$ cat config.mk
export PLATFORM = sky130hd
export DESIGN_NAME = cic_mac
export DESIGN_NICKNAME = d
export VERILOG_FILES = /design/src/rtl/cic_pkg.sv /design/src/rtl/cic_mac.sv
export SDC_FILE = /design/constraint.sdc
export NUM_CORES = 1
export LEC_CHECK = 0
export ABC_CLOCK_PERIOD_IN_PS = 7800
export BUFFER_PORTS_ARGS = -buffer_cell sky130_fd_sc_hd__buf_2
export CAP_MARGIN = 10
export CORE_ASPECT_RATIO = 0.8
export CORE_MARGIN = 5
export CORE_UTILIZATION = 40
export CTS_CLUSTER_SIZE = 16
export DETAILED_ROUTE_END_ITERATION = 6
export PLACE_DENSITY = 0.67
export RECOVER_POWER = 50
export SLEW_MARGIN = 20
export SYNTH_ARGS = -nofsm -noshare
export SYNTH_HDL_FRONTEND = slang
export SYNTH_SLANG_ARGS = --single-unit
$ cat constraint.sdc
create_clock -name clk -period 7.8 [get_ports clk]
set_input_delay 1.56 -clock clk [delete_from_list [all_inputs] [get_ports clk]]
set_output_delay 1.56 -clock clk [all_outputs]
set_load 0.03 [all_outputs]
$ cat src/rtl/cic_pkg.sv
// Shared types, sizes and codes for the circular image convolution block.
package cic_pkg;

	localparam int MAX_WIDTH  = 64;
	localparam int MAX_HEIGHT = 64;
	localparam int MAX_KERNEL = 15;

	localparam int ROW_W   = 6;
	localparam int SIZE_W  = 7;
	localparam int SIDE_W  = 4;
	localparam int VAL_W   = 16;
	localparam int PIX_W   = 32;
	localparam int FRAC_W  = 15;

	localparam int XW      = $clog2(MAX_WIDTH);
	localparam int YW      = $clog2(MAX_HEIGHT);
	localparam int KIW     = $clog2(MAX_KERNEL + 1);
	localparam int IMG_AW  = $clog2(MAX_WIDTH * MAX_HEIGHT);
	localparam int KER_AW  = $clog2(MAX_KERNEL * MAX_KERNEL + 1);
	localparam int PROD_W  = 2 * VAL_W;
	localparam int ACC_W   = PROD_W + $clog2(MAX_KERNEL * MAX_KERNEL + 1) + 1;

	typedef enum logic [1:0] {
		KIND_KERNEL = 2'd0,
		KIND_IMAGE  = 2'd1,
		KIND_READ   = 2'd2
	} kind_t;

	typedef enum logic [1:0] {
		STAT_OK    = 2'd0,
		STAT_BIG   = 2'd1,
		STAT_RANGE = 2'd2
	} status_t;

	localparam logic [1:0] REG_WIDTH  = 2'd0;
	localparam logic [1:0] REG_HEIGHT = 2'd1;
	localparam logic [1:0] REG_SIDE   = 2'd2;

	typedef struct packed {
		kind_t                    kind;
		logic [ROW_W-1:0]         row;
		logic [ROW_W-1:0]         col;
		logic signed [VAL_W-1:0]  value;
	} in_word_t;

	typedef struct packed {
		logic signed [PIX_W-1:0]  pixel_out;
		status_t                  status;
	} out_word_t;

	typedef struct packed {
		logic               valid;
		logic               last;
		logic [IMG_AW-1:0]  img_addr;
		logic [KER_AW-1:0]  ker_addr;
	} tap_t;

	typedef struct packed {
		logic                     valid;
		logic                     last;
		logic signed [VAL_W-1:0]  coef;
		logic signed [VAL_W-1:0]  pix;
	} mac_in_t;

endpackage

$ cat src/rtl/cic_mac.sv
// Shared multiply-accumulate unit with floor shift and 32-bit saturation.
module cic_mac
	import cic_pkg::*;
(
	input  logic                     clk,
	input  logic                     arst_n,
	input  logic                     clear,
	input  mac_in_t                  in,
	output logic                     fin,
	output logic signed [PIX_W-1:0]  pixel
);

	localparam logic signed [ACC_W-1:0] SAT_HI = {{(ACC_W-PIX_W){1'b0}}, 1'b0, {(PIX_W-1){1'b1}}};
	localparam logic signed [ACC_W-1:0] SAT_LO = {{(ACC_W-PIX_W){1'b1}}, 1'b1, {(PIX_W-1){1'b0}}};

	logic                      valid_s2, last_s2, fin_q;
	logic signed [PROD_W-1:0]  prod_s2;
	logic signed [ACC_W-1:0]   acc_q, shifted;

	always_ff @(posedge clk or negedge arst_n) begin
		if (!arst_n) begin
			valid_s2 <= 1'b0;
			last_s2  <= 1'b0;
			fin_q    <= 1'b0;
		end else begin
			valid_s2 <= in.valid;
			last_s2  <= in.last;
			fin_q    <= valid_s2 && last_s2;
		end
	end

	always_ff @(posedge clk) begin
		prod_s2 <= in.coef * in.pix;
		if (clear) begin
			acc_q <= '0;
		end else if (valid_s2) begin
			acc_q <= acc_q + ACC_W'(prod_s2);
		end
	end

	assign shifted = acc_q >>> FRAC_W;

	always_comb begin
		priority if (shifted > SAT_HI) begin
			pixel = SAT_HI[PIX_W-1:0];
		end else if (shifted < SAT_LO) begin
			pixel = SAT_LO[PIX_W-1:0];
		end else begin
			pixel = shifted[PIX_W-1:0];
		end
	end

	assign fin = fin_q;

endmodule

==> impl_metrics.yaml, run 1 <==
global_route:
  grt_remaining_overflow: 0
  antenna_found_initial: 0
  grt_pass1_wl_mm: 55.6
  grt-busiest-layer: "met1"
  grt_start_max_net_pins: 55
  met3_usage_pct: 3.73
  track_usage_pct: 16.5
  grtUsageMet2_pct: 24.6
  met1_usage_pct: 25.1
  grt_pass1_vias: 11000
detailed_routing:
  ant_nets: 0
  via_per_inst: 4.88
  avgRoutedWirePerCell_um: 15.3
  routed_wl_mm: 32.0
  drt_iter0_drc: 631
  drc: 0
  drt_first_pass_iters: 5
  vias: 10200
clock_tree:
  clockRootBuffer: "clkbuf_16"
  clock_sinks: 76
  ctsHoldBuffers: 0
  cts_setup_buffers: 0
  cts_resized: 0
  clk_pin_slew_ps: 60
  htree_levels: 3
  cts_buffer_depth: 2
  insertion_delay_ps: 340
  cts_tree: "yes"
  cts_buffers: 9
logic_synthesis:
  synth_edf_count: 0
  synthMuxAreaShare_pct: 1.85
  synth-async-reset-ratio_pct: 3.95
  yosysMostFrequentCell: "inv_1"
  synth-adder-area-share_pct: 47.2
  yosys_register_bits: 76
  syn_avg_cell_area_um2: 8.92
  yosysWarnings: 0
  ys_types: 65
  ys_top_cells_by_area: "fa_1, ha_1, dfxtp_1"
  synthXorXnorAreaFrac_pct: 4.32
  synth_area_leader_cell: "fa_1"
  synth-main-ff-cell: "dfxtp_1"
  ys_seq_area_share_pct: 10.7
  synth_fp_nets: 2034
  synth-compound-area-share_pct: 9.10
  synth_top_area_share_pct: 36.6
  yosys-top-cells-count: "inv_1, fa_1, nand2_1"
  yosys.area_share.simple_pct: 15.2
  synth_top_family_by_area: "adder cells"
  synth_area_mm2: 0.0144
  syn_inst: 1612
sta:
  relSlewSlack_pct: -92.5
  period_needed_ps: 7150
  fmax_ghz: 0.140
  hold_viol: 0
  finalSetupViolCount: 0
  finClkSkew_ps: 10.7
  rsz0062_at_grt: "false"
  slew_violations: 55
  fin_tns_setup_ps: 0
  tightestPinTransition_ps: 2890
  period_share_pct: 91.6
die:
  coreArea_mm2: 0.0357
  ios: 70
  die_w_um: 222
  die_y_um: 180
  start_util_pct: 40.3
  dieArea_mm2: 0.0399
  placementRows: 62
place:
  gp_congestion: 0.886
  place_area_mm2: 0.0149
  hpwl_mm: 27.1
  io_buffers: 69
cells_and_area:
  nets: 2033
  drive_above_1_share_pct: 4.15
  final_cell_area_mm2: 0.0152
  diodes: 0
  area_delta_synth_final_pct: 5.69
setup_path:
  path_class: "in -> reg"
  cp_max_fo: 16
  critical_path_required_ps: 8070
  worst_setup_path_start_kind: "primary input"
  critPathCaptureType: "flip-flop"
  arrival_ps: 7420
flow_run:
  maxCapViolCount: 1
min_path:
  hold_class: "reg -> reg"
run_status:
  violations: "capacitance limit, slew limit"
  status: "finished with violations"
## flip-flops by register name, summed over array words and instances, names as in the netlist
register,count
last_s2,1
fin,1
prod_s2,32
valid_s2,1
acc_q,41
## worst paths after layout
| path | start | endpoint | slack [ps] | cells after the start |
|---|---|---|---|---|
| max | in[1] | prod_s2[28] | 650 | 21 |
| min | last_s2 | fin | 470 | 1 |
| max reg2reg | valid_s2 | acc_q[34] | 3800 | 4 |
| min reg2reg | last_s2 | fin | 470 | 1 |
| max in group asynchronous | arst_n | valid_s2 | 6630 | 1 |
| min in group asynchronous | arst_n | fin | 1010 | 1 |
## cells by family after synthesis
family          after synthesis
simple gates                440
mux                          26
xor+xnor                     71
flops                        76
buf+inv                     411
fa+ha+maj                   385
compound gates              203
## through the flow
step	hold slack, ps	std cells	setup slack, ps	utilization, %
2_1_floorplan	434	1612	503	-
3_5_place_dp	452	2080	316	41.8
4_1_cts	476	2096	674	42.7
5_1_grt	485	2096	309	42.6
6_report	469	2096	654	42.6
3_3_place_gp	445	2080	426	41.8
## area by class of cell
type,instances,area (um^2)
clock buffer,9,225
clock inverter,7,98.8
fill,3487,20500
inverter,323,1210
multi-input combinational,1125,11200
sequential,76,1540
tap,480,601
timing repair buffer,76,352
## cells in the final DEF, fill, tap and decap left out, types with 5 or more instances in the layout
master and count:
nand2b_1 17, o22ai_1 5, inv_1 323, nor2_1 67, mux2i_1 24, a21o_1 27
a211oi_1 11, nor3_1 9, xor2_1 16, xnor2_1 55, nand3_1 14, clkbuf_16 9
and2_1 124, nand4_1 15, ha_1 122, o21ai_0 33, buf_2 35, o211ai_1 8
a31oi_1 7, nor2b_1 9, fa_1 263, clkbuf_1 35, o21a_1 9, o21bai_1 9
buf_4 6, a21oi_1 63, nand2_1 160, dfxtp_1 73
## per-layer routing
layer / share of wire (%) / up-vias
met2: 42 / 315
met1: 50 / 4931
met4: 0.76 / 0
li1: - / 4967
met5: 0 / -
met3: 7.4 / 21
## worst max-delay path, cell delays in order
cell	delay, ps
buf_2	190
nand2_1	150
inv_1	100
fa_1	690
inv_1	100
fa_1	570
fa_1	440
fa_1	570
fa_1	430
fa_1	490
inv_1	40
ha_1	350
a21o_1	200
nor2_1	80
o21ai_0	90
a221oi_1	370
o21ai_0	190
or2_2	320
a21o_1	180
a21oi_1	160
xnor2_1	130
Power of run 1 is left out: the tool's default activity adds up to more than one toggle a clock period on the data nets, which glitch-free logic cannot reach.
==> run 2: changes to the inputs <==
--- a/config.mk
+++ b/config.mk
@@ -5,13 +5,13 @@
 export SDC_FILE = /design/constraint.sdc
 export NUM_CORES = 1
 export LEC_CHECK = 0
+export ABC_AREA = 1
 export ABC_CLOCK_PERIOD_IN_PS = 7800
 export BUFFER_PORTS_ARGS = -buffer_cell sky130_fd_sc_hd__buf_2
 export CAP_MARGIN = 10
 export CORE_ASPECT_RATIO = 0.8
 export CORE_MARGIN = 5
 export CORE_UTILIZATION = 40
-export CTS_CLUSTER_SIZE = 16
 export DETAILED_ROUTE_END_ITERATION = 6
 export PLACE_DENSITY = 0.67
 export RECOVER_POWER = 50
==> impl_metrics.yaml, run 2 <==
cells_and_area:
  nets: 2649
  drive_above_1_share_pct: 5.11
  fin_util_pct: 42.6
  layout_commonest_cell: "inv_1"
  reg_top3: "acc_q: 41 flops, prod_s2: 32 flops"
  area_delta_synth_final_pct: 5.25
  final_cell_mix: "inv_1, nand2_1, fa_1"
  top_register: "acc_q"
  diodes: 0
  largest_register_ffs: 41
  nFillCells: 4123
die:
  die_y_um: 189
  coreArea_mm2: 0.0394
  die_w_um: 233
  dieArea_mm2: 0.0440
  placementRows: 65
  ios: 70
  start_util_pct: 40.4
global_route:
  grt_pass1_vias: 14000
  grt_remaining_overflow: 0
  track_usage_pct: 20.8
  grt_pass1_wl_mm: 73.0
  grt_start_max_net_pins: 68
  antenna_found_initial: 0
min_path:
  holdCritStartpoint: "last_s2"
  worstHoldPathCells: 2
  hold_class: "reg -> reg"
  hold_path_end: "fin"
logic_synthesis:
  synth_fp_nets: 2664
  syn_avg_cell_area_um2: 7.12
  yosys_register_bits: 76
  yosysWarnings: 0
  ys_types: 45
  synth_edf_count: 0
  ys_seq_area_share_pct: 9.63
  synth_area_mm2: 0.0160
  ys_top_cells_by_area: "fa_1, inv_1, nand2_1"
  yosysMostFrequentCell: "inv_1"
  synth-main-ff-cell: "dfxtp_1"
  yosys-top-cells-count: "inv_1, nand2_1, fa_1"
  synth-async-reset-ratio_pct: 3.95
  synth_area_leader_cell: "fa_1"
  synth_top_area_share_pct: 33.0
  syn_inst: 2242
setup_path:
  worst_setup_path_start_kind: "primary input"
  regToRegSetupSlack_ps: 3660
  critical_path_required_ps: 8070
  crit_start: "in[5]"
  cp_max_fo: 16
  reg2reg_to: "acc_q[7]"
  arrival_ps: 7350
  path_class: "in -> reg"
  critPathCaptureType: "flip-flop"
  r2r_start: "valid_s2"
  r2r_cells: 4
clock_tree:
  clockRootBuffer: "clkbuf_16"
  cts_setup_buffers: 0
  clock_sinks: 76
  clk_pin_slew_ps: 60
  cts_resized: 0
  htree_levels: 3
  cts_buffers: 9
  insertion_delay_ps: 350
  cts_buffer_depth: 2
  cts_tree: "yes"
  ctsHoldBuffers: 0
sta:
  slew_violations: 68
  rsz0062_at_grt: "false"
  period_share_pct: 90.7
  finalSetupViolCount: 0
  fmax_ghz: 0.141
  period_needed_ps: 7080
  finClkSkew_ps: 8.40
  hold_viol: 0
  fin_tns_setup_ps: 0
  relSlewSlack_pct: -106
  tightestPinTransition_ps: 3090
run_status:
  violations: "capacitance limit, slew limit"
  status: "finished with violations"
detailed_routing:
  ant_nets: 0
  via_per_inst: 4.85
  avgRoutedWirePerCell_um: 15.8
  routed_wl_mm: 43.7
  drt_iter0_drc: 1004
  drt_first_pass_iters: 7
  vias: 13400
  drc: 0
place:
  gp_congestion: 0.977
  hpwl_mm: 37.2
  io_buffers: 69
flow_run:
  maxCapViolCount: 1
run 2: through the flow:
step / setup slack (ps) / area [um^2] / hold slack (ps) / cells
6_report: 723 / 16800 / 448 / 2767
3_3_place_gp: 418 / 16500 / 423 / 2752
4_1_cts: 794 / 16800 / 452 / 2767
3_5_place_dp: 459 / 16500 / 438 / 2752
5_1_grt: 493 / 16800 / 474 / 2767
2_1_floorplan: 846 / 16000 / 413 / 2242
run 2: area by class of cell:
class                   instances  area, um^2  share of cell area [%]
clock inverters                 5        85.1                   0.507
multi-input cells            1457       11600                    69.2
clock buffers                  10         229                    1.36
flip-flops and latches         76        1540                    9.16
inverters                     607        2280                    13.6
well taps                     536         671                    3.99
repair buffers                 76         369                    2.20
run 2: worst max path at each step:
stage                  end  slack [ps]  cells after the start
3_5_place_dp   prod_s2[24]         460                     19
2_1_floorplan  prod_s2[25]         850                     21
3_3_place_gp   prod_s2[24]         420                     19
4_1_cts        prod_s2[24]         790                     19
5_1_grt        prod_s2[24]         490                     19
6_report       prod_s2[24]         720                     19
run 2: kinds of logic after synthesis:
family	after synthesis	share of synthesized area [%]
adder cells (fa/ha/maj)	385	42.6
XOR/XNOR	52	2.85
flip-flops	76	9.63
AND/OR/NAND/NOR	848	21.4
buffers and inverters	709	17.5
AO/OA/AOI/OAI	172	5.99
run 2: critical path, cell delays in order:
cell and delay (ps):
buf_2 290, nand2_1 160, fa_1 600, inv_1 100
fa_1 770, inv_1 200, fa_1 450, fa_1 540
inv_1 50, fa_1 470, inv_1 50, fa_1 530
inv_1 40, ha_1 370, nand2_1 170, nor3_1 410
nand3_1 210, nand3_1 170, xor2_1 190
run 2: layer usage:
layer	wire (um)	global-route usage [%]	share of wire [%]
met3	3160	3.40	7.2
met5	0	0	0
met4	603	3.59	1.4
met1	20600	30.9	47
met2	19400	32.6	44
Power of run 2 is left out for the same reason.
==> run 3: changes to the inputs <==
--- a/config.mk
+++ b/config.mk
@@ -14,7 +14,6 @@
 export CORE_UTILIZATION = 40
 export DETAILED_ROUTE_END_ITERATION = 6
 export PLACE_DENSITY = 0.67
-export RECOVER_POWER = 50
 export SLEW_MARGIN = 20
 export SYNTH_ARGS = -nofsm -noshare
 export SYNTH_HDL_FRONTEND = slang
==> impl_metrics.yaml, run 3 (synthesized netlist as in run 2, its figures left out) <==
sta:
  period_needed_ps: 7040
  finClkSkew_ps: 8.44
  worst_hold_slack_ps: 448
  period_share_pct: 90.2
  fin_ws_ps: 761
  slew_violations: 0
  rsz0062_at_grt: "false"
  finalSetupViolCount: 0
  fmax_ghz: 0.142
  fin_tns_setup_ps: 0
  relSlewSlack_pct: 39.5
  hold_viol: 0
  tightestPinTransition_ps: 907
clock_tree:
  clockRootBuffer: "clkbuf_16"
  cts_tree: "yes"
  cts_resized: 0
  ctsHoldBuffers: 0
  clk_pin_slew_ps: 60
  cts_setup_buffers: 0
  insertion_delay_ps: 350
  htree_levels: 3
  cts_buffers: 9
  cts_buffer_depth: 2
  clock_sinks: 76
die:
  die_y_um: 189
  ios: 70
  start_util_pct: 40.4
  placementRows: 65
  dieArea_mm2: 0.0440
  coreArea_mm2: 0.0394
  die_w_um: 233
detailed_routing:
  avgRoutedWirePerCell_um: 15.8
  via_per_inst: 4.86
  ant_nets: 0
  vias: 13400
  drt_first_pass_iters: 5
  drt_iter0_drc: 1047
  routed_wl_mm: 43.7
  drc: 0
setup_path:
  worstPathCellList: "buf_2 > nand2_1 > fa_1 > inv_1 > fa_1 > inv_1 > fa_1 > fa_1 > inv_1 > fa_1 > inv_1 > fa_1 > inv_1 > ha_1 > nand2_1 > nor3_1 > nand3_1 > nand3_1 > xor2_1"
  critical_path_depth: 19
  crit_path_frequent_cell: "fa_1"
  cpMaxStageDelayCell: "fa_1"
  arrival_ps: 7310
  cp_slowest_stage_delay_ps: 770
  path_class: "in -> reg"
  cp_max_fo: 16
  critical_path_required_ps: 8080
  critPathCaptureType: "flip-flop"
  crit_family: "adder cells"
  r2r_cells: 15
  worst_setup_path_start_kind: "primary input"
  cp_num_buf_inv: 6
flow_run:
  maxCapViolCount: 0
place:
  hpwl_mm: 37.2
  io_buffers: 69
  gp_congestion: 0.977
  place_area_mm2: 0.0165
  pre_cts_slack_ps: 459
global_route:
  grt_remaining_overflow: 0
  track_usage_pct: 20.8
  antenna_found_initial: 0
  grt_pass1_wl_mm: 73.0
  grt_start_max_net_pins: 68
  grt_pass1_vias: 14000
cells_and_area:
  regArea_mm2: 0.00154
  area_delta_synth_final_pct: 5.43
  final_cell_mix: "inv_1, nand2_1, fa_1"
  nFillCells: 4113
  nets: 2649
  reg_top3: "acc_q: 41 flops, prod_s2: 32 flops"
  final_cell_area_mm2: 0.0168
  drive_above_1_share_pct: 6.05
  diodes: 0
  multi_input_area_mm2: 0.0116
  largest_register_ffs: 41
  layout_commonest_cell: "inv_1"
  top_register: "acc_q"
min_path:
  hold_class: "reg -> reg"
  worstHoldPathCells: 2
run_status:
  status: "completed"
## run 3: changes by cell type in the layout (fill, tap and decap cells not counted), sizes merged
cell    previous run  this run
clkbuf            31        10
buf               55        76
## run 3: metrics by stage
step,cells,utilization (%)
after floorplan,2242,-
after global placement,2752,41.8
after detailed placement,2752,41.8
after CTS,2767,42.6
after global routing,2767,42.6
final,2767,42.6
## run 3: area by class of cell
type / instances / share of cell area (%)
Tap cell: 536 / 3.99
Timing Repair Buffer: 76 / 2.37
Sequential cell: 76 / 9.14
Multi-Input combinational cell: 1457 / 69.1
Clock buffer: 10 / 1.36
Inverter: 607 / 13.5
Clock inverter: 5 / 0.506
## run 3: worst paths after layout
path / start / endpoint / slack, ps
worst max-delay path: in[5] / prod_s2[24] / 760
worst min-delay path: last_s2 / fin / 450
worst max register to register: acc_q[0] / acc_q[28] / 5210
worst min register to register: last_s2 / fin / 450
max in group asynchronous: arst_n / valid_s2 / 6700
min in group asynchronous: arst_n / valid_s2 / 990
## run 3: tightest hold or removal path, stage by stage (launching register included)
cell and delay, ps:
dfrtp_1 330, nand2_1 50, inv_1 40
## run 3: routing by layer
layer	up-vias	GRT usage (%)	share of wire, %
met5	-	0	0
li1	6452	-	-
met4	0	3.59	1.3
met1	6550	30.9	47
met3	38	3.40	7.7
met2	405	32.6	44
Power of run 3 is left out for the same reason.
