<file path="src/rtl/cic_pkg.sv">
// Shared types, sizes and codes for the circular image convolution block.
package cic_pkg;

	localparam int MAX_WIDTH  = 64;
	localparam int MAX_HEIGHT = 64;
	localparam int MAX_KERNEL = 15;

	localparam int ROW_W   = 6;
	localparam int SIZE_W  = 7;
	localparam int SIDE_W  = 4;
	localparam int VAL_W   = 16;
	localparam int PIX_W   = 32;
	localparam int FRAC_W  = 15;

	localparam int XW      = $clog2(MAX_WIDTH);
	localparam int YW      = $clog2(MAX_HEIGHT);
	localparam int KIW     = $clog2(MAX_KERNEL + 1);
	localparam int IMG_AW  = $clog2(MAX_WIDTH * MAX_HEIGHT);
	localparam int KER_AW  = $clog2(MAX_KERNEL * MAX_KERNEL + 1);
	localparam int PROD_W  = 2 * VAL_W;
	localparam int ACC_W   = PROD_W + $clog2(MAX_KERNEL * MAX_KERNEL + 1) + 1;

	typedef enum logic [1:0] {
		KIND_KERNEL = 2'd0,
		KIND_IMAGE  = 2'd1,
		KIND_READ   = 2'd2
	} kind_t;

	typedef enum logic [1:0] {
		STAT_OK    = 2'd0,
		STAT_BIG   = 2'd1,
		STAT_RANGE = 2'd2
	} status_t;

	localparam logic [1:0] REG_WIDTH  = 2'd0;
	localparam logic [1:0] REG_HEIGHT = 2'd1;
	localparam logic [1:0] REG_SIDE   = 2'd2;

	typedef struct packed {
		kind_t                    kind;
		logic [ROW_W-1:0]         row;
		logic [ROW_W-1:0]         col;
		logic signed [VAL_W-1:0]  value;
	} in_word_t;

	typedef struct packed {
		logic signed [PIX_W-1:0]  pixel_out;
		status_t                  status;
	} out_word_t;

	typedef struct packed {
		logic               valid;
		logic               last;
		logic [IMG_AW-1:0]  img_addr;
		logic [KER_AW-1:0]  ker_addr;
	} tap_t;

	typedef struct packed {
		logic                     valid;
		logic                     last;
		logic signed [VAL_W-1:0]  coef;
		logic signed [VAL_W-1:0]  pix;
	} mac_in_t;

endpackage

</file>
<file path="src/rtl/cic_seq.sv">
// Tap sequencer: walks kernel taps and wrapped image coordinates, one tap per cycle.
module cic_seq
	import cic_pkg::*;
(
	input  logic               clk,
	input  logic               arst_n,
	input  logic               go,
	input  logic [ROW_W-1:0]   y,
	input  logic [ROW_W-1:0]   x,
	input  logic [SIZE_W-1:0]  width,
	input  logic [SIZE_W-1:0]  height,
	input  logic [SIDE_W-1:0]  side,
	output tap_t               tap
);

	logic              run_q;
	logic [KIW-1:0]    ky_q, kx_q;
	logic [YW-1:0]     iy_q;
	logic [XW-1:0]     ix_q, ix0_q;

	logic [SIZE_W:0]   half, ysum, xsum;
	logic [YW-1:0]     iy0;
	logic [XW-1:0]     ix0;
	logic [KIW-1:0]    kmax;
	logic              row_end, last;

	assign half = (SIZE_W+1)'(side >> 1);
	assign ysum = (SIZE_W+1)'(y) + half;
	assign xsum = (SIZE_W+1)'(x) + half;
	assign iy0  = (ysum >= (SIZE_W+1)'(height)) ? YW'(ysum - (SIZE_W+1)'(height)) : YW'(ysum);
	assign ix0  = (xsum >= (SIZE_W+1)'(width)) ? XW'(xsum - (SIZE_W+1)'(width)) : XW'(xsum);

	assign kmax    = KIW'(side - 1'b1);
	assign row_end = (kx_q == kmax);
	assign last    = row_end && (ky_q == kmax);

	assign tap.valid    = run_q;
	assign tap.last     = last;
	assign tap.img_addr = IMG_AW'(IMG_AW'(iy_q) * MAX_WIDTH + IMG_AW'(ix_q));
	assign tap.ker_addr = KER_AW'(KER_AW'(ky_q) * MAX_KERNEL + KER_AW'(kx_q));

	always_ff @(posedge clk or negedge arst_n) begin
		if (!arst_n) begin
			run_q <= 1'b0;
		end else if (go) begin
			run_q <= 1'b1;
		end else if (run_q && last) begin
			run_q <= 1'b0;
		end
	end

	always_ff @(posedge clk) begin
		if (go) begin
			ky_q  <= '0;
			kx_q  <= '0;
			iy_q  <= iy0;
			ix_q  <= ix0;
			ix0_q <= ix0;
		end else if (run_q) begin
			if (row_end) begin
				kx_q <= '0;
				ky_q <= ky_q + 1'b1;
				ix_q <= ix0_q;
				iy_q <= (iy_q == '0) ? YW'(height - 1'b1) : iy_q - 1'b1;
			end else begin
				kx_q <= kx_q + 1'b1;
				ix_q <= (ix_q == '0) ? XW'(width - 1'b1) : ix_q - 1'b1;
			end
		end
	end

endmodule

</file>
<file path="config.mk">
export PLATFORM = sky130hd
export DESIGN_NAME = cic_seq
export DESIGN_NICKNAME = d
export VERILOG_FILES = /design/src/rtl/cic_pkg.sv /design/src/rtl/cic_seq.sv
export SDC_FILE = /design/constraint.sdc
export NUM_CORES = 1
export LEC_CHECK = 0
export BUFFER_PORTS_ARGS = -buffer_cell sky130_fd_sc_hd__buf_2
export CORE_MARGIN = 2
export CORE_UTILIZATION = 60
export CTS_CLUSTER_SIZE = 24
export DETAILED_ROUTE_END_ITERATION = 8
export GPL_TIMING_DRIVEN = 0
export PLACE_DENSITY = 0.81
export SLEW_MARGIN = 20
export SYNTH_ARGS = -nofsm -noshare
export SYNTH_HDL_FRONTEND = slang
export SYNTH_SLANG_ARGS = --single-unit
</file>
<file path="constraint.sdc">
create_clock -name clk -period 11.7 [get_ports clk]
set_input_delay 2.925 -clock clk [delete_from_list [all_inputs] [get_ports clk]]
set_output_delay 2.925 -clock clk [all_outputs]
set_load 0.02 [all_outputs]
</file>
==> results.cfg, run 1 <==
[outcome]
outcome = completed

[critical_path]
end_kind = output pin
crit_top_cell = buf_2
criticalPathCategory = in2out
cp_slowest_cell = xor3_1
arrival_ns = 4.69
cp_slowest_stage_delay_ns = 0.40
worstPathRequired_ns = 8.78
path_cells = buf_2 > inv_1 > ha_1 > xor3_1 > nor3_4 > and2_4 > and3_1 > buf_4 > buf_2
critPathMaxFanout = 5
startpoint_type = primary input

[clock_tree]
cts_num_sinks = 27
cts-root-buf = clkbuf_8
cts_buffers = 3
holdBufCountCts = 0
cts_setup_buffers = 0
cts_max_level = 1
cts_buffer_depth = 2
path_clk_slew_ns = 0.09
cts_resized = 0
cts_tree = built
clk_latency_ns = 0.28

[die]
io_pins = 55
die_w_um = 77.45
die_y_um = 77.45
die_area_sq_um = 5999
core-area_sq_um = 5172
fp-row-count = 26
start_util = 0.6258

[drt]
wire_per_inst_um = 14.48
drt_iter0_drc = 120
drcViolationCount = 0
via_per_inst = 5.825
dr_total_vias = 2796
wirelength_um = 6950
dr.pass1.iters = 4
ant_nets = 0

[place]
postPlaceCellArea_sq_um = 3595
place_ws_ns = 4.105
place_inst = 476
place_congestion = 0.8433
hpwl_um = 5686
io_buffers = 54

[synthesis]
synth_seq_cells = 27
syn_inst = 352
synth_edf_count = 18
synthArstFlopShare = 0.03704
synth_top_area_cell = edfxtp_1
synthFlopType = edfxtp_1
yosysTopAreaCellShare = 0.1670
syn_nets = 438
seq_area_frac_synth = 0.2242
syn-mean-instance-area_sq_um = 9.196
synth_area_leaders = edfxtp_1 17%, ha_1 16%, xnor2_1 7.6%
yosysUniqueCellTypes = 63
yosys_warnings = 0
ys_top_cells_by_count = 42 x ha_1, 42 x inv_1, 29 x nor2_1
syn_area_sq_um = 3237

[cells_and_area]
stdcell_count = 480
final_area_sq_um = 3643
drive_gt1_frac = 0.1927
area_growth_syn_to_layout_pct = 12.56
fill_cells = 398
antenna_cells = 0
final_nets = 497

[sta]
rsz0062_at_grt = no
fin_worst_skew_ns = 0.002339
fmax_mhz = 131.3
max-slew-margin-rel = 0.3924
period_share = 0.6507
drv_slew = 0
setup_violations = 0
tns_ns = 0
fin_ws_ns = 4.086
tightest_slew_ns = 0.9031
layout_min_cycle_time_ns = 7.614
hold_violations = 0

[grt]
grt-ovfl-total = 0
grt_pass1_wl_um = 12120
grt_max_degree = 17
grt_antenna_before_repair = 0
grt_usage = 0.2439
grt_pass1_vias = 2719

[pwr]
leakage_nw = 1.787
vdd_ir_drop_max_mv = 0.08455
power_uw = 408.6
p_per_area_nw_per_um2 = 112.2

[job]
drv_cap = 0

[hold_path]
hp-class = reg2reg
-- cell families (layout without fill, tap and decap cells) --
kind of cell / count (synthesis) / count (layout) / share of synthesized area
flops: 27 / 27 / 0.2242
fa+ha+maj: 53 / 53 / 0.2304
simple gates: 91 / 91 / 0.1484
buf+inv: 49 / 107 / 0.05952
compound gates: 79 / 79 / 0.1755
mux: 14 / 14 / 0.04755
xor+xnor: 39 / 39 / 0.1144
-- critical path: cells and delay by family --
kind	cells	cell delay (ns)
AND/OR/NAND/NOR	3	0.68
buffers and inverters	4	0.47
XOR/XNOR	1	0.40
adder cells (fa/ha/maj)	1	0.21
-- power by group --
part	internal, mW	switching (mW)
sequential	0.125	0.0189
combinational	0.0931	0.116
clock	0.0242	0.0309
-- metrics by stage --
| stage | hold slack (ns) | util |
|---|---|---|
| 2_1_floorplan | 0.4978 | - |
| 3_3_place_gp | 0.5339 | 0.6950 |
| 3_5_place_dp | 0.5304 | 0.6950 |
| 4_1_cts | 0.5444 | 0.7044 |
| 5_1_grt | 0.6022 | 0.7044 |
| 6_report | 0.5405 | 0.7044 |
-- final timing paths --
path                            startpoint  endpoint  slack [ns]  cells past startpoint
max in group asynchronous           arst_n     run_q        9.22                      1
worst min register to register     kx_q[1]   kx_q[1]        0.54                      2
worst max-delay path               side[1]   tap[20]        4.09                      9
worst min-delay path               kx_q[1]   kx_q[1]        0.54                      2
worst max register to register     ix_q[0]   ix_q[2]        9.01                      6
min in group asynchronous           arst_n     run_q        2.40                      1
-- state kept, by name, summed over array words and instances, names as in the netlist --
register / cells
ix0_q: 6
ix_q: 6
iy_q: 6
kx_q: 4
ky_q: 4
run_q: 1
-- routing by layer --
layer,global-route usage,part of all wire,up-vias
met5,0,0,-
met4,0.07321,0.021,0
met3,0.02209,0.040,14
met2,0.4270,0.48,86
met1,0.3204,0.46,1312
li1,-,-,1384
-- cell usage in the layout, fill, tap and decap left out, types with 10 or more instances in the layout --
| cell type | Yosys | final |
|---|---|---|
| buf_2 | 1 | 55 |
| inv_1 | 42 | 42 |
| ha_1 | 42 | 42 |
| nor2_1 | 29 | 29 |
| xnor2_1 | 28 | 28 |
| edfxtp_1 | 18 | 18 |
| a21oi_1 | 15 | 15 |
| nand3_1 | 12 | 12 |
| nand2_1 | 12 | 12 |
| fa_1 | 11 | 11 |
| a21o_1 | 10 | 10 |
| a31oi_1 | 10 | 10 |
-- layout make-up --
class                      count  area, sq um  share of cell area
sequential                    27        725.7              0.1992
timing repair buffer          54        270.3             0.07418
tap                           70        87.58             0.02404
clock inverter                 1        7.507            0.002060
clock buffer                   3        41.29             0.01133
buffer                         7        35.03            0.009615
multi-input combinational    276         2318              0.6363
inverter                      42        157.7             0.04327
Power figures use the tool's default switching activity.
==> inputs of run 2 (changes only) <==
--- a/config.mk
+++ b/config.mk
@@ -7,11 +7,11 @@
 export LEC_CHECK = 0
 export BUFFER_PORTS_ARGS = -buffer_cell sky130_fd_sc_hd__buf_2
 export CORE_MARGIN = 2
-export CORE_UTILIZATION = 60
+export CORE_UTILIZATION = 58
 export CTS_CLUSTER_SIZE = 24
 export DETAILED_ROUTE_END_ITERATION = 8
 export GPL_TIMING_DRIVEN = 0
-export PLACE_DENSITY = 0.81
+export PLACE_DENSITY = 0.79
 export SLEW_MARGIN = 20
 export SYNTH_ARGS = -nofsm -noshare
 export SYNTH_HDL_FRONTEND = slang
==> constraint.sdc (replaced) <==
create_clock -name clk -period 7.1 [get_ports clk]
set_input_delay 1.775 -clock clk [delete_from_list [all_inputs] [get_ports clk]]
set_output_delay 1.775 -clock clk [all_outputs]
set_load 0.02 [all_outputs]
==> results.cfg, run 2 (synthesis results as in run 1) <==
[sta]
fin_ws_ns = 1.598
rsz0062_at_grt = no
period_share = 0.7749
hold_violations = 0
fmax_mhz = 181.8
tightest_slew_ns = 0.9705
layout_min_cycle_time_ns = 5.502
max-slew-margin-rel = 0.3470
setup_violations = 0
tns_ns = 0
drv_slew = 0
holdWs_ns = 0.5545
fin_worst_skew_ns = 0.006328

[critical_path]
worstPathRequired_ns = 5.33
r2r_cells = 8
cp_slowest_stage_delay_ns = 0.59
cp_slowest_cell = dfxtp_1
criticalPathCategory = reg2out
critPathMaxFanout = 9
r2r_start = ix_q[1]
r2r-end = ix_q[4]
startpoint_type = flop
crit_top_cell = fa_1
rrSetupSlack_ns = 4.34
startpoint = ky_q[2]
path_cells = fa_1 > inv_1 > fa_1 > fa_1 > inv_1 > ha_1 > a21o_1 > a21oi_1 > o21bai_1 > a21oi_1 > xnor2_1 > buf_2
arrival_ns = 3.73
crit_end = tap[7]
end_kind = output pin

[pwr]
switchingPower_uw = 276.9
power_uw = 678.1
swShare = 0.4083
vdd_ir_drop_max_mv = 0.1153
seq_power_share = 0.352
combPwrFrac = 0.516
p_per_area_nw_per_um2 = 186.0
p_clk_frac = 0.132
p_int_uw = 401.2
leakage_nw = 1.787

[die]
die_y_um = 78.71
core-area_sq_um = 5439
die_w_um = 78.71
fp-row-count = 27
die_area_sq_um = 6194
io_pins = 55
start_util = 0.5951

[drt]
ant_nets = 0
via_per_inst = 5.770
wire_per_inst_um = 14.62
wirelength_um = 7046
drt_iter0_drc = 125
dr.pass1.iters = 5
drcViolationCount = 0
dr_total_vias = 2781

[grt]
grt-ovfl-total = 0
grt_pass1_wl_um = 12510
grt_use_met1 = 0.3233
grt_antenna_before_repair = 0
grtUsageMet2 = 0.4444
busiest_layer = met2
grt_pass1_vias = 2759
grt_usage = 0.2470
grt_max_degree = 17
grtUsageMet3 = 0.02159

[cells_and_area]
final_area_sq_um = 3646
final_nets = 497
top_regs = ix0_q: 6 flops, ix_q: 6 flops, iy_q: 6 flops
area_growth_syn_to_layout_pct = 12.64
layout_commonest_cell = buf_2
fill_cells = 483
layout_common_cells = 55 x buf_2, 42 x inv_1, 42 x ha_1, 29 x nor2_1, 28 x xnor2_1
drive_gt1_frac = 0.1927
multi_input_area_sq_um = 2318
antenna_cells = 0
seqCellArea_sq_um = 725.7

[clock_tree]
cts_buffers = 3
holdBufCountCts = 0
cts_resized = 0
path_clk_slew_ns = 0.10
cts_max_level = 1
cts_num_sinks = 27
cts-root-buf = clkbuf_8
cts_buffer_depth = 2
cts_setup_buffers = 0
cts_tree = built
clk_latency_ns = 0.28

[hold_path]
hold_depth = 2
hp-class = reg2reg

[place]
io_buffers = 54
place_ws_ns = 1.786
place_congestion = 0.8668
hpwl_um = 5807
postPlaceCellArea_sq_um = 3597

[outcome]
outcome = completed

[job]
drv_cap = 0
run 2: cell counts in the layout (fill, tap and decap cells not counted):
Identical to the previous run, type by type.
run 2: stage by stage:
| step | instances | util |
|---|---|---|
| 3_5_place_dp | 478 | 0.6614 |
| 3_3_place_gp | 478 | 0.6614 |
| 2_1_floorplan | 352 | - |
| 5_1_grt | 482 | 0.6703 |
| 4_1_cts | 482 | 0.6703 |
| 6_report | 482 | 0.6703 |
run 2: layout make-up:
cell class	count	area share
Buffer	7	0.009609
Clock buffer	3	0.01132
Clock inverter	1	0.002059
Inverter	42	0.04324
Multi-Input combinational cell	276	0.6359
Sequential cell	27	0.1990
Tap cell	72	0.02471
Timing Repair Buffer	54	0.07412
run 2: how the worst min path moves through the flow:
stage,slack (ns),start,endpoint
2_1_floorplan,0.50,kx_q[1],kx_q[1]
3_3_place_gp,0.53,kx_q[1],kx_q[1]
3_5_place_dp,0.54,kx_q[1],kx_q[1]
4_1_cts,0.55,kx_q[1],kx_q[1]
5_1_grt,0.59,kx_q[1],kx_q[1]
6_report,0.55,kx_q[1],kx_q[1]
run 2: routing by layer:
metal / routed length [um] / vias to the layer above
met2: 3516 / 85
met3: 361 / 6
li1: - / 1389
met1: 3105 / 1301
met5: 0 / -
met4: 62 / 0
run 2: critical path, delay by kind of cell (launching register included):
| family | cells | cell delay [ns] |
|---|---|---|
| adder cells (fa/ha/maj) | 4 | 1.74 |
| AO/OA/AOI/OAI | 4 | 0.65 |
| flip-flops | 1 | 0.59 |
| buffers and inverters | 3 | 0.32 |
| XOR/XNOR | 1 | 0.13 |
run 2: power by group through the flow:
stage	Sequential [mW]	Combinational (mW)	Clock (mW)
2_1_floorplan	0.259	0.236	0
3_3_place_gp	0.239	0.335	0
4_1_cts	0.237	0.350	0.0897
6_report	0.239	0.350	0.0894
5_1_grt	0.242	0.390	0.0976
3_5_place_dp	0.241	0.348	0
==> inputs of run 3 (changes only) <==
--- a/config.mk
+++ b/config.mk
@@ -7,11 +7,11 @@
 export LEC_CHECK = 0
 export BUFFER_PORTS_ARGS = -buffer_cell sky130_fd_sc_hd__buf_2
 export CORE_MARGIN = 2
-export CORE_UTILIZATION = 58
+export CORE_UTILIZATION = 52
 export CTS_CLUSTER_SIZE = 24
 export DETAILED_ROUTE_END_ITERATION = 8
 export GPL_TIMING_DRIVEN = 0
-export PLACE_DENSITY = 0.79
+export PLACE_DENSITY = 0.75
 export SLEW_MARGIN = 20
 export SYNTH_ARGS = -nofsm -noshare
 export SYNTH_HDL_FRONTEND = slang
==> constraint.sdc (replaced) <==
create_clock -name clk -period 4.8 [get_ports clk]
set_input_delay 1.2 -clock clk [delete_from_list [all_inputs] [get_ports clk]]
set_output_delay 1.2 -clock clk [all_outputs]
set_load 0.02 [all_outputs]
==> results.cfg, run 3 (synthesis results as in run 1) <==
[drt]
wire_per_inst_um = 14.50
dr_total_vias = 2764
drt_iter0_drc = 122
wirelength_um = 7045
via_per_inst = 5.687
drcViolationCount = 0
dr.pass1.iters = 4
ant_nets = 0

[clock_tree]
cts-root-buf = clkbuf_8
clk_latency_ns = 0.27
cts_num_sinks = 27
path_clk_slew_ns = 0.09
cts_tree = built
cts_max_level = 1
cts_buffers = 3
cts_buffer_depth = 2
holdBufCountCts = 0

[sta]
tightest_slew_ns = 0.9497
hold_violations = 0
fin_ws_ns = 0.2407
layout_min_cycle_time_ns = 4.559
setup_violations = 0
fmax_mhz = 219.3
tns_ns = 0
period_share = 0.9499
drv_slew = 0
rsz0062_at_grt = no
fin_worst_skew_ns = 0.002720
max-slew-margin-rel = 0.3610

[cells_and_area]
antenna_cells = 0
seqCellArea_sq_um = 737.0
drive_gt1_frac = 0.2044
top_regs = ix0_q: 6 flops, ix_q: 6 flops, iy_q: 6 flops
layout_common_cells = 54 x buf_2, 42 x inv_1, 41 x ha_1, 29 x nor2_1, 28 x xnor2_1
final_area_sq_um = 3684
fill_cells = 520
final_nets = 498
multi_input_area_sq_um = 2335
layout_commonest_cell = buf_2
area_growth_syn_to_layout_pct = 13.80

[job]
drv_cap = 0

[grt]
grt_usage = 0.2124
grt_max_degree = 15
grt_pass1_wl_um = 12470
grt-ovfl-total = 0
grt_pass1_vias = 2726
grt_antenna_before_repair = 0

[outcome]
outcome = completed

[pwr]
p_per_area_nw_per_um2 = 269.8
power_uw = 993.8
vdd_ir_drop_max_mv = 0.2185
leakage_nw = 1.792

[place]
place_congestion = 0.8266
postPlaceCellArea_sq_um = 3601
place_ws_ns = 0.1732
hpwl_um = 5857
io_buffers = 54

[critical_path]
arrival_ns = 3.36
criticalPathCategory = reg2out
worstPathRequired_ns = 3.60
critPathMaxFanout = 6
end_kind = output pin
startpoint_type = flop

[die]
fp-row-count = 28
die_w_um = 82.90
die_y_um = 82.90
die_area_sq_um = 6872
io_pins = 55
start_util = 0.5435
core-area_sq_um = 5956

[hold_path]
hp-class = reg2reg
run 3: cell types whose count changed in the layout (fill, tap and decap cells not counted), sizes merged:
cell / previous run / this run
clkinvlp: 1 / 0
buf: 57 / 58
clkbuf: 7 / 8
run 3: metrics by stage:
step                      hold WS, ns  utilization  std cells
after CTS                      0.5590       0.6128        485
after global routing           0.5802       0.6185        486
after detailed placement       0.5456       0.6046        481
after global placement         0.5447       0.6046        481
after floorplan                0.4978            -        352
final                          0.5650       0.6185        486
run 3: critical path, stage by stage, from the launching register on:
cell	delay [ns]
dfxtp_4	0.39
fa_1	0.54
inv_1	0.07
fa_1	0.45
fa_1	0.51
inv_1	0.07
ha_4	0.24
a21o_1	0.16
a21oi_2	0.14
o21bai_1	0.07
a21oi_1	0.16
xnor2_1	0.14
buf_4	0.16
run 3: layout make-up:
| class | count | area share |
|---|---|---|
| Multi-Input combinational cell | 276 | 0.6338 |
| Clock buffer | 4 | 0.01223 |
| Sequential cell | 27 | 0.2001 |
| Timing Repair Buffer | 55 | 0.07609 |
| Inverter | 42 | 0.04280 |
| Buffer | 7 | 0.009511 |
| Tap cell | 75 | 0.02548 |
run 3: path summary, 6_finish.rpt:
path / start / endpoint / slack (ns) / cells after the start
hold reg to reg: kx_q[1] / kx_q[1] / 0.56 / 2
max in group asynchronous: arst_n / run_q / 4.03 / 1
hold / removal: kx_q[1] / kx_q[1] / 0.56 / 2
setup / recovery: ky_q[0] / tap[7] / 0.24 / 12
setup reg to reg: ix_q[0] / ix_q[4] / 2.07 / 8
min in group asynchronous: arst_n / run_q / 0.68 / 1
run 3: layer usage:
layer	up-vias	part of all wire	GRT usage
met2	75	0.47	0.3680
met3	13	0.048	0.02584
li1	1383	-	-
met1	1293	0.47	0.2862
met4	0	0.015	0.04173
met5	-	0	0
run 3: what timing repair did:
action | in CTS | in global routing
endpoints found under the setup margin | 1 | 2
pin swaps | 0 | 2
buffers inserted | 0 | 1
resized for setup | 3 | 6
run 3: where the power goes:
group	total [mW]	switching [mW]	leakage [nW]	internal, mW
Sequential	0.352	0.0466	0.257	0.305
Clock	0.127	0.0672	0.0228	0.0594
Combinational	0.516	0.288	1.51	0.228
